$ cat src/rtl/core/f2i8q_pkg.sv
// Types and constants shared by the float-to-int8 quantizer.
// No dependencies; every other file in rtl/core imports this package.
package f2i8q_pkg;

    localparam int unsigned QuoBits = 27;           // quotient bits q0..q26
    localparam logic [31:0] ScaleReset = 32'h3f80_0000;
    localparam logic [6:0] MagNan = 7'd64;
    localparam logic [6:0] MagMax = 7'd127;
    localparam logic [6:0] MagZero = 7'd0;

    typedef struct packed {
        logic [31:0] value_bits;
        logic        last_in;
    } in_beat_t;

    typedef struct packed {
        logic signed [7:0] quantized;
        logic              last_out;
    } out_beat_t;

    // after decode: operand classes resolved, mantissas not yet normalized
    typedef struct packed {
        logic        last;
        logic        neg;
        logic        fixed;
        logic [6:0]  fixed_mag;
        logic [7:0]  exp_a;
        logic [4:0]  lz_a;
        logic [23:0] sig_a;
        logic [7:0]  exp_b;
        logic [4:0]  lz_b;
        logic [23:0] sig_b;
    } unpack_t;

    // divider pipeline payload
    typedef struct packed {
        logic                 last;
        logic                 neg;
        logic                 fixed;
        logic [6:0]           fixed_mag;
        logic [3:0]           sh;
        logic [23:0]          div;
        logic [24:0]          rem;
        logic [QuoBits-1:0]   quo;
    } work_t;

    // after rounding the quotient to single precision
    typedef struct packed {
        logic        last;
        logic        neg;
        logic        fixed;
        logic [6:0]  fixed_mag;
        logic [3:0]  k;
        logic [23:0] sig;
    } rnd_t;

endpackage

$ cat src/rtl/core/f2i8q_unpack.sv
// Decode stage: classifies value and scale, counts mantissa leading zeros.
// Depends on f2i8q_pkg.
module f2i8q_unpack (
    input  logic                aclk,
    input  logic                aresetn,
    input  logic                in_valid,
    output logic                in_ready,
    input  f2i8q_pkg::in_beat_t in_data,
    input  logic [31:0]         scale,
    output logic                out_valid,
    input  logic                out_ready,
    output f2i8q_pkg::unpack_t  out_data
);
    import f2i8q_pkg::*;

    logic    vld_reg;
    unpack_t data_reg;
    unpack_t data_next;

    function automatic logic [4:0] lzc24(input logic [23:0] s);
        logic [4:0] n;
        n = 5'd0;
        for (int i = 0; i < 24; i++) begin
            if (s[i]) begin
                n = 5'(23 - i);
            end
        end
        return n;
    endfunction

    logic [31:0] v;
    logic        nan_v, inf_v, zero_v, nan_s, inf_s, zero_s;

    always_comb begin
        v      = in_data.value_bits;
        nan_v  = (v[30:23] == 8'hff) && (v[22:0] != 23'd0);
        inf_v  = (v[30:0] == 31'h7f80_0000);
        zero_v = (v[30:0] == 31'd0);
        nan_s  = (scale[30:23] == 8'hff) && (scale[22:0] != 23'd0);
        inf_s  = (scale[30:0] == 31'h7f80_0000);
        zero_s = (scale[30:0] == 31'd0);

        data_next.last      = in_data.last_in;
        data_next.neg       = v[31] ^ scale[31];
        data_next.fixed     = 1'b1;
        data_next.fixed_mag = MagZero;
        data_next.sig_a     = {(v[30:23] != 8'd0), v[22:0]};
        data_next.sig_b     = {(scale[30:23] != 8'd0), scale[22:0]};
        data_next.exp_a     = (v[30:23] == 8'd0) ? 8'd1 : v[30:23];
        data_next.exp_b     = (scale[30:23] == 8'd0) ? 8'd1 : scale[30:23];
        data_next.lz_a      = lzc24(data_next.sig_a);
        data_next.lz_b      = lzc24(data_next.sig_b);

        priority if (nan_v) begin
            data_next.fixed_mag = MagNan;
            data_next.neg       = v[31];
        end else if (nan_s) begin
            data_next.fixed_mag = MagNan;
            data_next.neg       = scale[31];
        end else if ((zero_v && zero_s) || (inf_v && inf_s)) begin
            data_next.fixed_mag = MagNan;
            data_next.neg       = 1'b0;
        end else if (inf_v || zero_s) begin
            data_next.fixed_mag = MagMax;
        end else if (inf_s || zero_v) begin
            data_next.fixed_mag = MagZero;
        end else begin
            data_next.fixed = 1'b0;
        end
    end

    assign in_ready  = !vld_reg || out_ready;
    assign out_valid = vld_reg;
    assign out_data  = data_reg;

    always_ff @(posedge aclk) begin
        if (!aresetn) begin
            vld_reg <= 1'b0;
        end else if (in_ready) begin
            vld_reg <= in_valid;
        end
    end

    always_ff @(posedge aclk) begin
        if (in_valid && in_ready) begin
            data_reg <= data_next;
        end
    end

endmodule

$ cat src/rtl/core/f2i8q_align.sv
// Normalize stage: shifts mantissas left, forms exponent difference and range.
// Depends on f2i8q_pkg.
module f2i8q_align (
    input  logic               aclk,
    input  logic               aresetn,
    input  logic               in_valid,
    output logic               in_ready,
    input  f2i8q_pkg::unpack_t in_data,
    output logic               out_valid,
    input  logic               out_ready,
    output f2i8q_pkg::work_t   out_data
);
    import f2i8q_pkg::*;

    logic              vld_reg;
    work_t             data_reg;
    work_t             data_next;
    logic signed [9:0] e_a, e_b, d;
    logic [23:0]       norm_a;

    always_comb begin
        e_a    = $signed({2'b00, in_data.exp_a}) - $signed({5'd0, in_data.lz_a});
        e_b    = $signed({2'b00, in_data.exp_b}) - $signed({5'd0, in_data.lz_b});
        d      = e_a - e_b;
        norm_a = in_data.sig_a << in_data.lz_a;

        data_next.last      = in_data.last;
        data_next.neg       = in_data.neg;
        data_next.fixed     = in_data.fixed;
        data_next.fixed_mag = in_data.fixed_mag;
        data_next.div       = in_data.sig_b << in_data.lz_b;
        data_next.rem       = {1'b0, norm_a};
        data_next.quo       = '0;
        data_next.sh        = 4'(-d);
        // quotient above one saturates; below 2^-10 it rounds to zero
        if (!in_data.fixed) begin
            if (d > 10'sd0) begin
                data_next.fixed     = 1'b1;
                data_next.fixed_mag = MagMax;
            end else if (d < -10'sd10) begin
                data_next.fixed     = 1'b1;
                data_next.fixed_mag = MagZero;
            end
        end
    end

    assign in_ready  = !vld_reg || out_ready;
    assign out_valid = vld_reg;
    assign out_data  = data_reg;

    always_ff @(posedge aclk) begin
        if (!aresetn) begin
            vld_reg <= 1'b0;
        end else if (in_ready) begin
            vld_reg <= in_valid;
        end
    end

    always_ff @(posedge aclk) begin
        if (in_valid && in_ready) begin
            data_reg <= data_next;
        end
    end

endmodule

$ cat src/rtl/core/f2i8q_div_step.sv
// One restoring-division stage: produces one quotient bit per beat.
// Depends on f2i8q_pkg.
module f2i8q_div_step (
    input  logic             aclk,
    input  logic             aresetn,
    input  logic             in_valid,
    output logic             in_ready,
    input  f2i8q_pkg::work_t in_data,
    output logic             out_valid,
    input  logic             out_ready,
    output f2i8q_pkg::work_t out_data
);
    import f2i8q_pkg::*;

    logic        vld_reg;
    work_t       data_reg;
    work_t       data_next;
    logic [24:0] diff;
    logic        bit_q;

    always_comb begin
        diff      = in_data.rem - {1'b0, in_data.div};
        bit_q     = (in_data.rem >= {1'b0, in_data.div});
        data_next = in_data;
        // remainder stays below the divisor, so the shift fits 25 bits
        data_next.rem = (bit_q ? diff : in_data.rem) << 1;
        data_next.quo = {in_data.quo[QuoBits-2:0], bit_q};
    end

    assign in_ready  = !vld_reg || out_ready;
    assign out_valid = vld_reg;
    assign out_data  = data_reg;

    always_ff @(posedge aclk) begin
        if (!aresetn) begin
            vld_reg <= 1'b0;
        end else if (in_ready) begin
            vld_reg <= in_valid;
        end
    end

    always_ff @(posedge aclk) begin
        if (in_valid && in_ready) begin
            data_reg <= data_next;
        end
    end

endmodule

$ cat src/rtl/core/f2i8q_round.sv
// Rounds the quotient to a single-precision significand (nearest even).
// Depends on f2i8q_pkg.
module f2i8q_round (
    input  logic             aclk,
    input  logic             aresetn,
    input  logic             in_valid,
    output logic             in_ready,
    input  f2i8q_pkg::work_t in_data,
    output logic             out_valid,
    input  logic             out_ready,
    output f2i8q_pkg::rnd_t  out_data
);
    import f2i8q_pkg::*;

    logic              vld_reg;
    rnd_t              data_reg;
    rnd_t              data_next;
    logic              q0, g, st;
    logic [23:0]       sig;
    logic [24:0]       sum;
    logic signed [5:0] k;

    always_comb begin
        q0 = in_data.quo[QuoBits-1];
        if (q0) begin
            sig = in_data.quo[26:3];
            g   = in_data.quo[2];
            st  = (in_data.quo[1:0] != 2'd0) || (in_data.rem != 25'd0);
        end else begin
            sig = in_data.quo[25:2];
            g   = in_data.quo[1];
            st  = in_data.quo[0] || (in_data.rem != 25'd0);
        end
        sum = {1'b0, sig} + {24'd0, (g && (st || sig[0]))};
        // k is minus the exponent of the rounded value's leading bit
        k   = $signed({2'b00, in_data.sh}) + $signed({5'd0, !q0}) - $signed({5'd0, sum[24]});

        data_next.last      = in_data.last;
        data_next.neg       = in_data.neg;
        data_next.fixed     = in_data.fixed;
        data_next.fixed_mag = in_data.fixed_mag;
        data_next.sig       = sum[24] ? 24'h80_0000 : sum[23:0];
        data_next.k         = k[3:0];
        // value at or above one clamps to full scale
        if (!in_data.fixed && (k <= 6'sd0)) begin
            data_next.fixed     = 1'b1;
            data_next.fixed_mag = MagMax;
        end
    end

    assign in_ready  = !vld_reg || out_ready;
    assign out_valid = vld_reg;
    assign out_data  = data_reg;

    always_ff @(posedge aclk) begin
        if (!aresetn) begin
            vld_reg <= 1'b0;
        end else if (in_ready) begin
            vld_reg <= in_valid;
        end
    end

    always_ff @(posedge aclk) begin
        if (in_valid && in_ready) begin
            data_reg <= data_next;
        end
    end

endmodule

$ cat src/rtl/core/f2i8q_pack.sv
// Output stage: adds 1.0 in single precision, takes the 7-bit magnitude, signs it.
// Depends on f2i8q_pkg.
module f2i8q_pack (
    input  logic                 aclk,
    input  logic                 aresetn,
    input  logic                 in_valid,
    output logic                 in_ready,
    input  f2i8q_pkg::rnd_t      in_data,
    output logic                 out_valid,
    input  logic                 out_ready,
    output f2i8q_pkg::out_beat_t out_data
);
    import f2i8q_pkg::*;

    logic        vld_reg;
    out_beat_t   data_reg;
    out_beat_t   data_next;
    logic [47:0] shifted;
    logic [23:0] m;
    logic [24:0] mr;
    logic [7:0]  mag_raw;
    logic [6:0]  mag;

    always_comb begin
        // align to the 2^-23 grid of 1.0 + a, round to nearest even
        shifted = {in_data.sig, 24'd0} >> in_data.k;
        m       = shifted[47:24] + {23'd0,
                  (shifted[23] && ((shifted[22:0] != 23'd0) || shifted[24]))};
        mr      = {1'b0, m} + 25'h00_8000;
        mag_raw = mr[23:16];
        mag     = (mag_raw > {1'b0, MagMax}) ? MagMax : mag_raw[6:0];
        if (in_data.fixed) begin
            mag = in_data.fixed_mag;
        end
        data_next.last_out  = in_data.last;
        data_next.quantized = in_data.neg ? -$signed({1'b0, mag}) : $signed({1'b0, mag});
    end

    assign in_ready  = !vld_reg || out_ready;
    assign out_valid = vld_reg;
    assign out_data  = data_reg;

    always_ff @(posedge aclk) begin
        if (!aresetn) begin
            vld_reg <= 1'b0;
        end else if (in_ready) begin
            vld_reg <= in_valid;
        end
    end

    always_ff @(posedge aclk) begin
        if (in_valid && in_ready) begin
            data_reg <= data_next;
        end
    end

endmodule

$ cat src/rtl/core/float_to_int8_quantizer.sv
// Channel   Ports                          Carries
// s_        s_valid s_ready s_data         value_bits, last_in
// m_        m_valid m_ready m_data         quantized, last_out
// cfg_      cfg_wr_en cfg_wr_data          scale_bits (IEEE single)
//
// Takes one beat per cycle unless the output stalls; the stages are the 27
// one-bit stages of the pipelined restoring divider plus decode, normalize,
// round and output stages. Every stage holds its own valid bit and advances
// when the next one is empty or moving, so bubbles collapse and a stall
// holds data in place. Reset clears the valid bits and loads scale 1.0.
module float_to_int8_quantizer (
    input  logic                  aclk,
    input  logic                  aresetn,
    input  logic                  s_valid,
    output logic                  s_ready,
    input  f2i8q_pkg::in_beat_t   s_data,
    output logic                  m_valid,
    input  logic                  m_ready,
    output f2i8q_pkg::out_beat_t  m_data,
    input  logic                  cfg_wr_en,
    input  logic [31:0]           cfg_wr_data
);
    import f2i8q_pkg::*;

    logic [31:0] scale_reg;
    logic [31:0] scale_next;

    unpack_t up_data;
    logic    up_valid, up_ready;
    work_t   dv_data  [0:QuoBits];
    logic    dv_valid [0:QuoBits];
    logic    dv_ready [0:QuoBits];
    rnd_t    rn_data;
    logic    rn_valid, rn_ready;

    assign scale_next = cfg_wr_en ? cfg_wr_data : scale_reg;

    always_ff @(posedge aclk) begin
        if (!aresetn) begin
            scale_reg <= ScaleReset;
        end else begin
            scale_reg <= scale_next;
        end
    end

    f2i8q_unpack u_unpack (
        .aclk      (aclk),
        .aresetn   (aresetn),
        .in_valid  (s_valid),
        .in_ready  (s_ready),
        .in_data   (s_data),
        .scale     (scale_reg),
        .out_valid (up_valid),
        .out_ready (up_ready),
        .out_data  (up_data)
    );

    f2i8q_align u_align (
        .aclk      (aclk),
        .aresetn   (aresetn),
        .in_valid  (up_valid),
        .in_ready  (up_ready),
        .in_data   (up_data),
        .out_valid (dv_valid[0]),
        .out_ready (dv_ready[0]),
        .out_data  (dv_data[0])
    );

    for (genvar i = 0; i < QuoBits; i++) begin : g_div
        f2i8q_div_step u_step (
            .aclk      (aclk),
            .aresetn   (aresetn),
            .in_valid  (dv_valid[i]),
            .in_ready  (dv_ready[i]),
            .in_data   (dv_data[i]),
            .out_valid (dv_valid[i+1]),
            .out_ready (dv_ready[i+1]),
            .out_data  (dv_data[i+1])
        );
    end

    f2i8q_round u_round (
        .aclk      (aclk),
        .aresetn   (aresetn),
        .in_valid  (dv_valid[QuoBits]),
        .in_ready  (dv_ready[QuoBits]),
        .in_data   (dv_data[QuoBits]),
        .out_valid (rn_valid),
        .out_ready (rn_ready),
        .out_data  (rn_data)
    );

    f2i8q_pack u_pack (
        .aclk      (aclk),
        .aresetn   (aresetn),
        .in_valid  (rn_valid),
        .in_ready  (rn_ready),
        .in_data   (rn_data),
        .out_valid (m_valid),
        .out_ready (m_ready),
        .out_data  (m_data)
    );

endmodule

$ cat config.mk
export PLATFORM = sky130hd
export DESIGN_NAME = float_to_int8_quantizer
export DESIGN_NICKNAME = d
export VERILOG_FILES = /design/src/rtl/core/f2i8q_pkg.sv /design/src/rtl/core/f2i8q_unpack.sv /design/src/rtl/core/f2i8q_align.sv /design/src/rtl/core/f2i8q_div_step.sv /design/src/rtl/core/f2i8q_round.sv /design/src/rtl/core/f2i8q_pack.sv /design/src/rtl/core/float_to_int8_quantizer.sv
export SDC_FILE = /design/constraint.sdc
export NUM_CORES = 2
export LEC_CHECK = 0
export BUFFER_PORTS_ARGS = -buffer_cell sky130_fd_sc_hd__buf_4
export CAP_MARGIN = 20
export CORE_ASPECT_RATIO = 0.9
export CORE_UTILIZATION = 40
export CTS_BUF_LIST = sky130_fd_sc_hd__clkbuf_8
export DETAILED_ROUTE_END_ITERATION = 16
export PLACE_DENSITY = 0.59
export SYNTH_ARGS = -nofsm -noshare
export SYNTH_HDL_FRONTEND = slang
export SYNTH_SLANG_ARGS = --single-unit
$ cat constraint.sdc
create_clock -name aclk -period 12.2 [get_ports aclk]
set_clock_uncertainty 0.1 [all_clocks]
set_input_delay 0.61 -clock aclk [delete_from_list [all_inputs] [get_ports aclk]]
set_output_delay 0.61 -clock aclk [all_outputs]
set_load 0.05 [all_outputs]
# --- Word-level counts from Yosys, hierarchy flattened ---
# Cells that the tools add are included.
classes:
  n_addsub: 37
  n_mul: 0
  div_mod_pow: 0
  n_lt_le_gt_ge: 31
  eq_ne: 4
  shifts: 3
  muxes: 87
  bitwise_logic: 1
  n_reduce_logical: 131
op_table:
  columns: ["operator", "count"]
  rows:
  - ["$mux W24", 28]
  - ["$ge A25 B24 Y1", 26]
  - ["$sub A24 B24 Y24", 27]
  - ["$mux W5", 16]
  - ["$reduce_bool A23 Y1", 3]
  - ["$mux W4", 16]
  - ["$eq A31 B31 Y1 const B", 2]
  - ["$logic_not A31 Y1", 2]
  - ["$shl A24 B5 Y24", 2]
  - ["$shr A48 B4 Y48", 1]
  - ["$mux W7", 6]
  - ["$logic_and A1 B1 Y1", 38]
  - ["$logic_or A1 B1 Y1", 38]
  - ["$logic_not A1 Y1", 33]
  - ["$reduce_or A16 Y1", 2]
  - ["$add A24 B1 Y25", 1]
  - ["$reduce_bool A25 Y1", 1]
  - ["$add A24 B1 Y24", 1]
  - ["$add A24 B16 Y24 const B", 1]
  - ["$ge A24 B24 Y1", 1]
  - ["$mux W3", 8]
  - ["$sub A8 B5 Y9", 2]
  - ["$eq A8 B8 Y1 const B", 2]
  - ["$logic_not A8 Y1", 2]
  - ["other kinds (19)", 35]
totals:
  ff_bits: 2284
  latchBits: 0
  ramBits: 0
  romBits: 0
  in_bits: 70
  out_inout_bits: 11
  memories: 0

# --- Logic depth before layout (Yosys ltp) ---
depth:
  word_depth: 33
  ltp_mapped: 28

# --- Modules after synthesis ---
# Synthesis repeated with hierarchy kept, for this count alone.
unflattened:
  hier_cells: 11165
  area_unflattened_um2: 140536.0
modules_own_cells:
  columns: ["module", "n_inst", "cells_each", "area_each_um2", "seq_area_each_um2"]
  rows:
  - ["f2i8q_div_step (g_div[10].u_step ...)", 21, 370, 4708.3, 2692.6]
  - ["f2i8q_div_step (g_div[0].u_step ...)", 6, 329, 4458.0, 2692.6]
  - ["f2i8q_align", 1, 560, 5402.7, 1881.8]
  - ["f2i8q_unpack", 1, 230, 3229.3, 2392.3]
  - ["f2i8q_round", 1, 262, 2670.1, 1161.1]
  - ["f2i8q_pack", 1, 266, 2386.0, 290.3]
  - ["float_to_int8_quantizer", 1, 103, 1226.2, 640.6]

# --- Least setup slack after synthesis ---
# Ideal clock, no wire load.
synth_timing:
  path_type: "reg2reg"
  from: "register u_pack.vld_reg (netlist: u_pack.out_valid)"
  to: "register g_div[19].u_step.data_reg, in the netlist g_div[19].u_step.out_data[0] (enable)"
  setup_ns: 0.630
  arrival_time_ns: 7.121
  required_time_ns: 11.470
  setup_slack_ns: 4.349
  stages_incl_launch_ff: 8
  n_path_buf: 0
  period_less_slack_ns: 7.851
  path_cell_list: "dfxtp_1 -> nor2b_1 -> and3_1 -> and3_1 -> and2_1 -> nand2_1 -> nor2_1 -> a21boi_0"
synth_via:
  elab_chain_len: 12
synth_rtl:
  columns: ["element", "line", "source"]
  rows:
  - ["start, declared", "f2i8q_pack.sv:15", "logic vld_reg;"]
  - ["start signal, assigned", "f2i8q_pack.sv:47", "vld_reg <= in_valid;"]
  - ["$logic_not A1 Y1", "f2i8q_pack.sv:39", "assign in_ready = !vld_reg || out_ready;"]
  - ["$logic_or A1 B1 Y1", "f2i8q_pack.sv:39", null]
  - ["$logic_or A1 B1 Y1", "f2i8q_round.sv:51", "assign in_ready = !vld_reg || out_ready;"]
  - ["$logic_or A1 B1 Y1 (8 in series)", "f2i8q_div_step.sv:30", "assign in_ready = !vld_reg || out_ready;"]
  - ["$logic_and A1 B1 Y1", "f2i8q_div_step.sv:43", "if (in_valid && in_ready) begin"]
  - ["end signal, assigned", "f2i8q_div_step.sv:44", "data_reg <= data_next;"]
  - ["end, declared", "f2i8q_div_step.sv:16", "work_t data_reg;"]
# No other way between the ends.
# A chain may end at the register's enable or synchronous reset.

# --- Worst setup path after layout ---
layout_timing:
  from: "register g_div[26].u_step.data_reg, in the netlist g_div[26].u_step.out_data[26]"
  to: "register u_round.data_reg, in the netlist u_round.out_data[33] (data pin)"
layout_via:
  elab_chain_len: 7
  word_cells_on_any_way: 11
  cone_classes: "add/sub: 3; order compare: 1; mux: 3; reduce/logical: 4"
layout_rtl:
  columns: ["element", "line", "source"]
  rows:
  - ["start, declared", "f2i8q_div_step.sv:16", null]
  - ["start signal, assigned", "f2i8q_div_step.sv:44", null]
  - ["$mux W1 / $mux W24 (equally long branches)", "f2i8q_round.sv:25", "if (q0) begin"]
  - ["$logic_or A1 B1 Y1", "f2i8q_round.sv:34", "sum = {1'b0, sig} + {24'd0, (g && (st || sig[0]))};"]
  - ["$logic_and A1 B1 Y1", "f2i8q_round.sv:34", null]
  - ["$add A24 B1 Y25", "f2i8q_round.sv:34", null]
  - ["$sub A6 B2 Y6 *", "f2i8q_round.sv:36", "k = $signed({2'b00, in_data.sh}) + $signed({5'd0, !q0}) - $signed({5'd0, sum[24]});"]
  - ["$le A6 B1 Y1 *", "f2i8q_round.sv:45", "if (!in_data.fixed && (k <= 6'sd0)) begin"]
  - ["$logic_and A1 B1 Y1 *", "f2i8q_round.sv:45", null]
  - ["end signal, assigned", "f2i8q_round.sv:65", "data_reg <= data_next;"]
  - ["end, declared", "f2i8q_round.sv:16", "rnd_t data_reg;"]
# Mark *: on every way between the ends. The rest lies on a longest branch, timed or not.

==> key figures <==
Power
  • Pwr Total: 14.6 mW
  • Pwr Density: 120 nW/µm²
  • Internal power: 11.5 mW
  • Flop pwr share: 55.0%
  • Psw: 3.19 mW
  • Clock share of power: 42.0%
  • Combinational share of power: 3.0%
  • IR drop worst, VDD: 0.138 mV
  • Switch share: 21.8%
  • Leak: 46.8 nW

STA
  • Final Slew Violations: 0
  • Setup slack after layout: 5.97 ns
  • Max Freq: 161 MHz
  • Final TNS setup: 0 ns
  • Slew @ Worst Pin: 1.13 ns
  • # setup viols final: 0
  • Tcrit/Tclk final: 51.0%
  • Minimum clock period: 6.23 ns
  • Slew HR: 24.9%
  • Final Hold Viols: 0
  • Unrepaired setup endpoints after global routing: no

Clock tree
  • H-tree depth: 5
  • CTS sink count: 2134
  • Total CTS buffers: 359
  • CTS tree: yes
  • Clock latency on the worst-skew pair: 1.00 ns
  • Post-CTS setup buffer count: 0
  • Root Driver: clkbuf_8
  • Clock transition at the registers of the reported paths: 0.07 ns
  • Clock Tree Buf Depth: 4

Routing
  • Initial DRC count: 5133
  • Via density per instance: 5.25
  • DRC Markers: 0
  • WL/cell: 18.7 µm
  • WL final: 249000 µm
  • Vias after detailed routing: 70.0k
  • Antenna Nets Post-Route: 0
  • DRT Pass-1 Iters: 5

Cells and area
  • Sequential cell area: 63500 µm²
  • Multi-input gate area: 42000 µm²
  • Number of flip-flops in the largest register: 1893
  • Nets@finish: 10.3k
  • Design area: 122000 µm²
  • Fill cells: 24.6k
  • Final std cells w/o fill: 13.3k
  • Share of layout cells above drive strength 1: 10.1%
  • Area grow syn2layout: 11.7%

Placement
  • Routability Congestion: 0.889
  • Placed insts: 12.6k
  • # port buffers: 80
  • Pre-CTS setup slack: 6.01 ns
  • Dpl cell area: 114000 µm²
  • Dpl hpwl: 184000 µm

Floorplanning
  • Starting Density: 40.3%
  • Row count: 181
  • Chip width: 553 µm
  • Chip height: 498 µm
  • Die area: 275000 µm²
  • Io pins: 81
  • Core ar.: 271000 µm²

GRT
  • Gr busiest metal: met2
  • Largest net degree at the start of global routing: 84
  • First-pass GRT wire length: 389000 µm
  • Initial antenna violation count: 8
  • Grt total ovfl: 0
  • Met2 Usage GRT: 29.7%
  • Met3 Resource Use GR: 2.35%
  • GRT met1 Usage: 24.0%
  • Tot GR Track Use: 17.8%
  • Vias in the first global route: 69.1k

Yosys
  • Yosys warns: 0
  • Mapped Avg Cell Area: 12.0 µm²
  • Simple-gate share of the synthesized area: 9.73%
  • Synth Register Bits: 2134
  • Synth area leaders: edfxtp_1 57%, ha_1 7.7%, inv_1 3.0%, a21oi_1 2.6%, xnor2_1 2.6%
  • Synthesized net count: 9861
  • Compound-cell area share of the yosys netlist: 12.0%
  • Synth Area in Adders: 8.27%
  • Main combinational cell family by area after synthesis: compound AO/OA/AOI/OAI gates
  • Sequential element share of the synthesized area: 58.1%
  • Synth Area in XOR/XNOR: 4.37%
  • Synthesized instance count: 9087
  • Mux share of post-synthesis cell area: 3.74%
  • Share of the synthesized area in the top cell type: 56.9%
  • Post-synthesis async set-or-reset flop share: 0%
  • Cell area after synthesis: 109000 µm²
  • Dominant cell type by area after synthesis: edfxtp_1
  • Number of synthesized flops with an enable pin: 2071
  • Yosys cell types: 115
  • Synth Flop Type: edfxtp_1

Critical path
  • Worst setup SP type: register
  • CP max FO: 55
  • CP Capture Type: register
  • CP arrival: 6.94 ns
  • CP Class: register to register
  • Required @ worst endpoint: 12.91 ns
  • Reg2reg setup slack: 5.97 ns

Min path
  • Tightest Hold Check Type: input port to register

Flow run
  • Maxcap violations: 0

Outcome
  • Status: completed
-- placed cells by master (no fill, tap or decap), types with 80 or more instances in the layout --
master	instances
nor2b_1	172
nand3_1	127
ha_1	674
buf_4	145
a21o_1	240
a21oi_1	563
mux2_2	208
a31oi_1	93
edfxtp_1	2071
and3_1	90
dlygate4sd3_1	80
nand4_1	86
inv_1	965
nor2_1	541
a211oi_1	80
nand2_1	703
clkbuf_8	369
mux2i_1	112
nand2b_1	102
o21ai_0	508
xnor2_1	320
nor3_1	135
xor2_1	225
o21a_1	117
-- critical path, stage by stage (launching register included) --
cell and delay [ns]:
edfxtp_1 0.32, buf_4 0.47, nand2_1 0.10, a21boi_0 0.21, ha_1 0.26, and3_1 0.21
nand3_1 0.11, nor3b_1 0.29, and2_1 0.24, nand4b_1 0.17, nor2_1 0.30, nand2_1 0.13
or3_1 0.44, nor2b_1 0.71, ha_1 0.29, ha_1 0.23, mux2i_1 0.25, a21oi_1 0.12
nor3_1 0.30, o21ai_0 0.13, a221oi_1 0.33, a21oi_1 0.09, nor2_1 0.12, or2_2 0.11
-- final timing paths --
path / from / end / depth (start not counted)
min: m_ready / u_round.out_valid / 4
max reg2reg: g_div[26].u_step.out_data[26] / u_round.out_data[33] / 23
min reg2reg: g_div[25].u_step.out_data[25] / g_div[26].u_step.out_data[26] / 0
max: g_div[26].u_step.out_data[26] / u_round.out_data[33] / 23
-- synth_stat cells (all sizes together), types with 43 or more instances --
cell type  count
a31oi         98
clkbuf       132
o21a         118
dfxtp         63
edfxtp      2071
nor2b        186
o31ai         79
inv          871
a21oi        565
xnor2        320
o21bai        55
nand3        128
nand2b       102
nor3         136
mux2         211
a21boi        54
a211oi        87
mux2i        115
nor2         548
and2          47
a21o         240
and3          91
nand4         87
o21ai        537
nand2        705
ha           674
xor2         225
buf           52
or2           43
-- kinds of logic (layout without fill, tap and decap cells) --
family          Yosys count  after routing
simple gates           2218           2218
flops                  2134           2134
compound gates         2078           2078
buf+inv                1059           1727
fa+ha+maj               704            704
xor+xnor                545            545
mux                     349            349
other cells               0              5
-- cell type report --
cell class | count | share of cell area [%]
Clock buffer | 369 | 4.16
Timing Repair Buffer | 228 | 1.61
Antenna cell | 5 | 0.0103
Tap cell | 3568 | 3.66
Inverter | 874 | 2.69
Clock inverter | 256 | 1.39
Multi-Input combinational cell | 5894 | 34.5
Sequential cell | 2134 | 52.0
-- metal layers --
layer | wire length (µm) | share of wire (%)
met4 | 7120 | 2.9
met3 | 11100 | 4.5
met2 | 117000 | 47
met1 | 113000 | 45
met5 | 0 | 0
-- power by group through the flow --
stage / clock [mW] / sequential [mW] / combinational (mW)
floorplan: 0 / 8.18 / 0.302
global placement: 0 / 8.20 / 0.412
detailed placement: 0 / 8.20 / 0.419
CTS: 6.38 / 8.05 / 0.443
global route: 6.66 / 8.05 / 0.490
finish: 6.15 / 8.05 / 0.444
-- metrics by stage --
step                      util (%)  hold slack (ns)
final                         45.0           0.0737
after global routing          45.0           0.0549
after CTS                     45.0           0.0110
after detailed placement      42.2            0.305
after global placement        42.2            0.300
after floorplan                  -            0.300
-- timing repair --
action / 4_1_cts / 5_1_grt
hold buffers: 80 / 0
gates resized for setup: 0 / 0
endpoints found under the hold margin: 71 / 0
No activity file was read; power rests on OpenSTA's default activity.
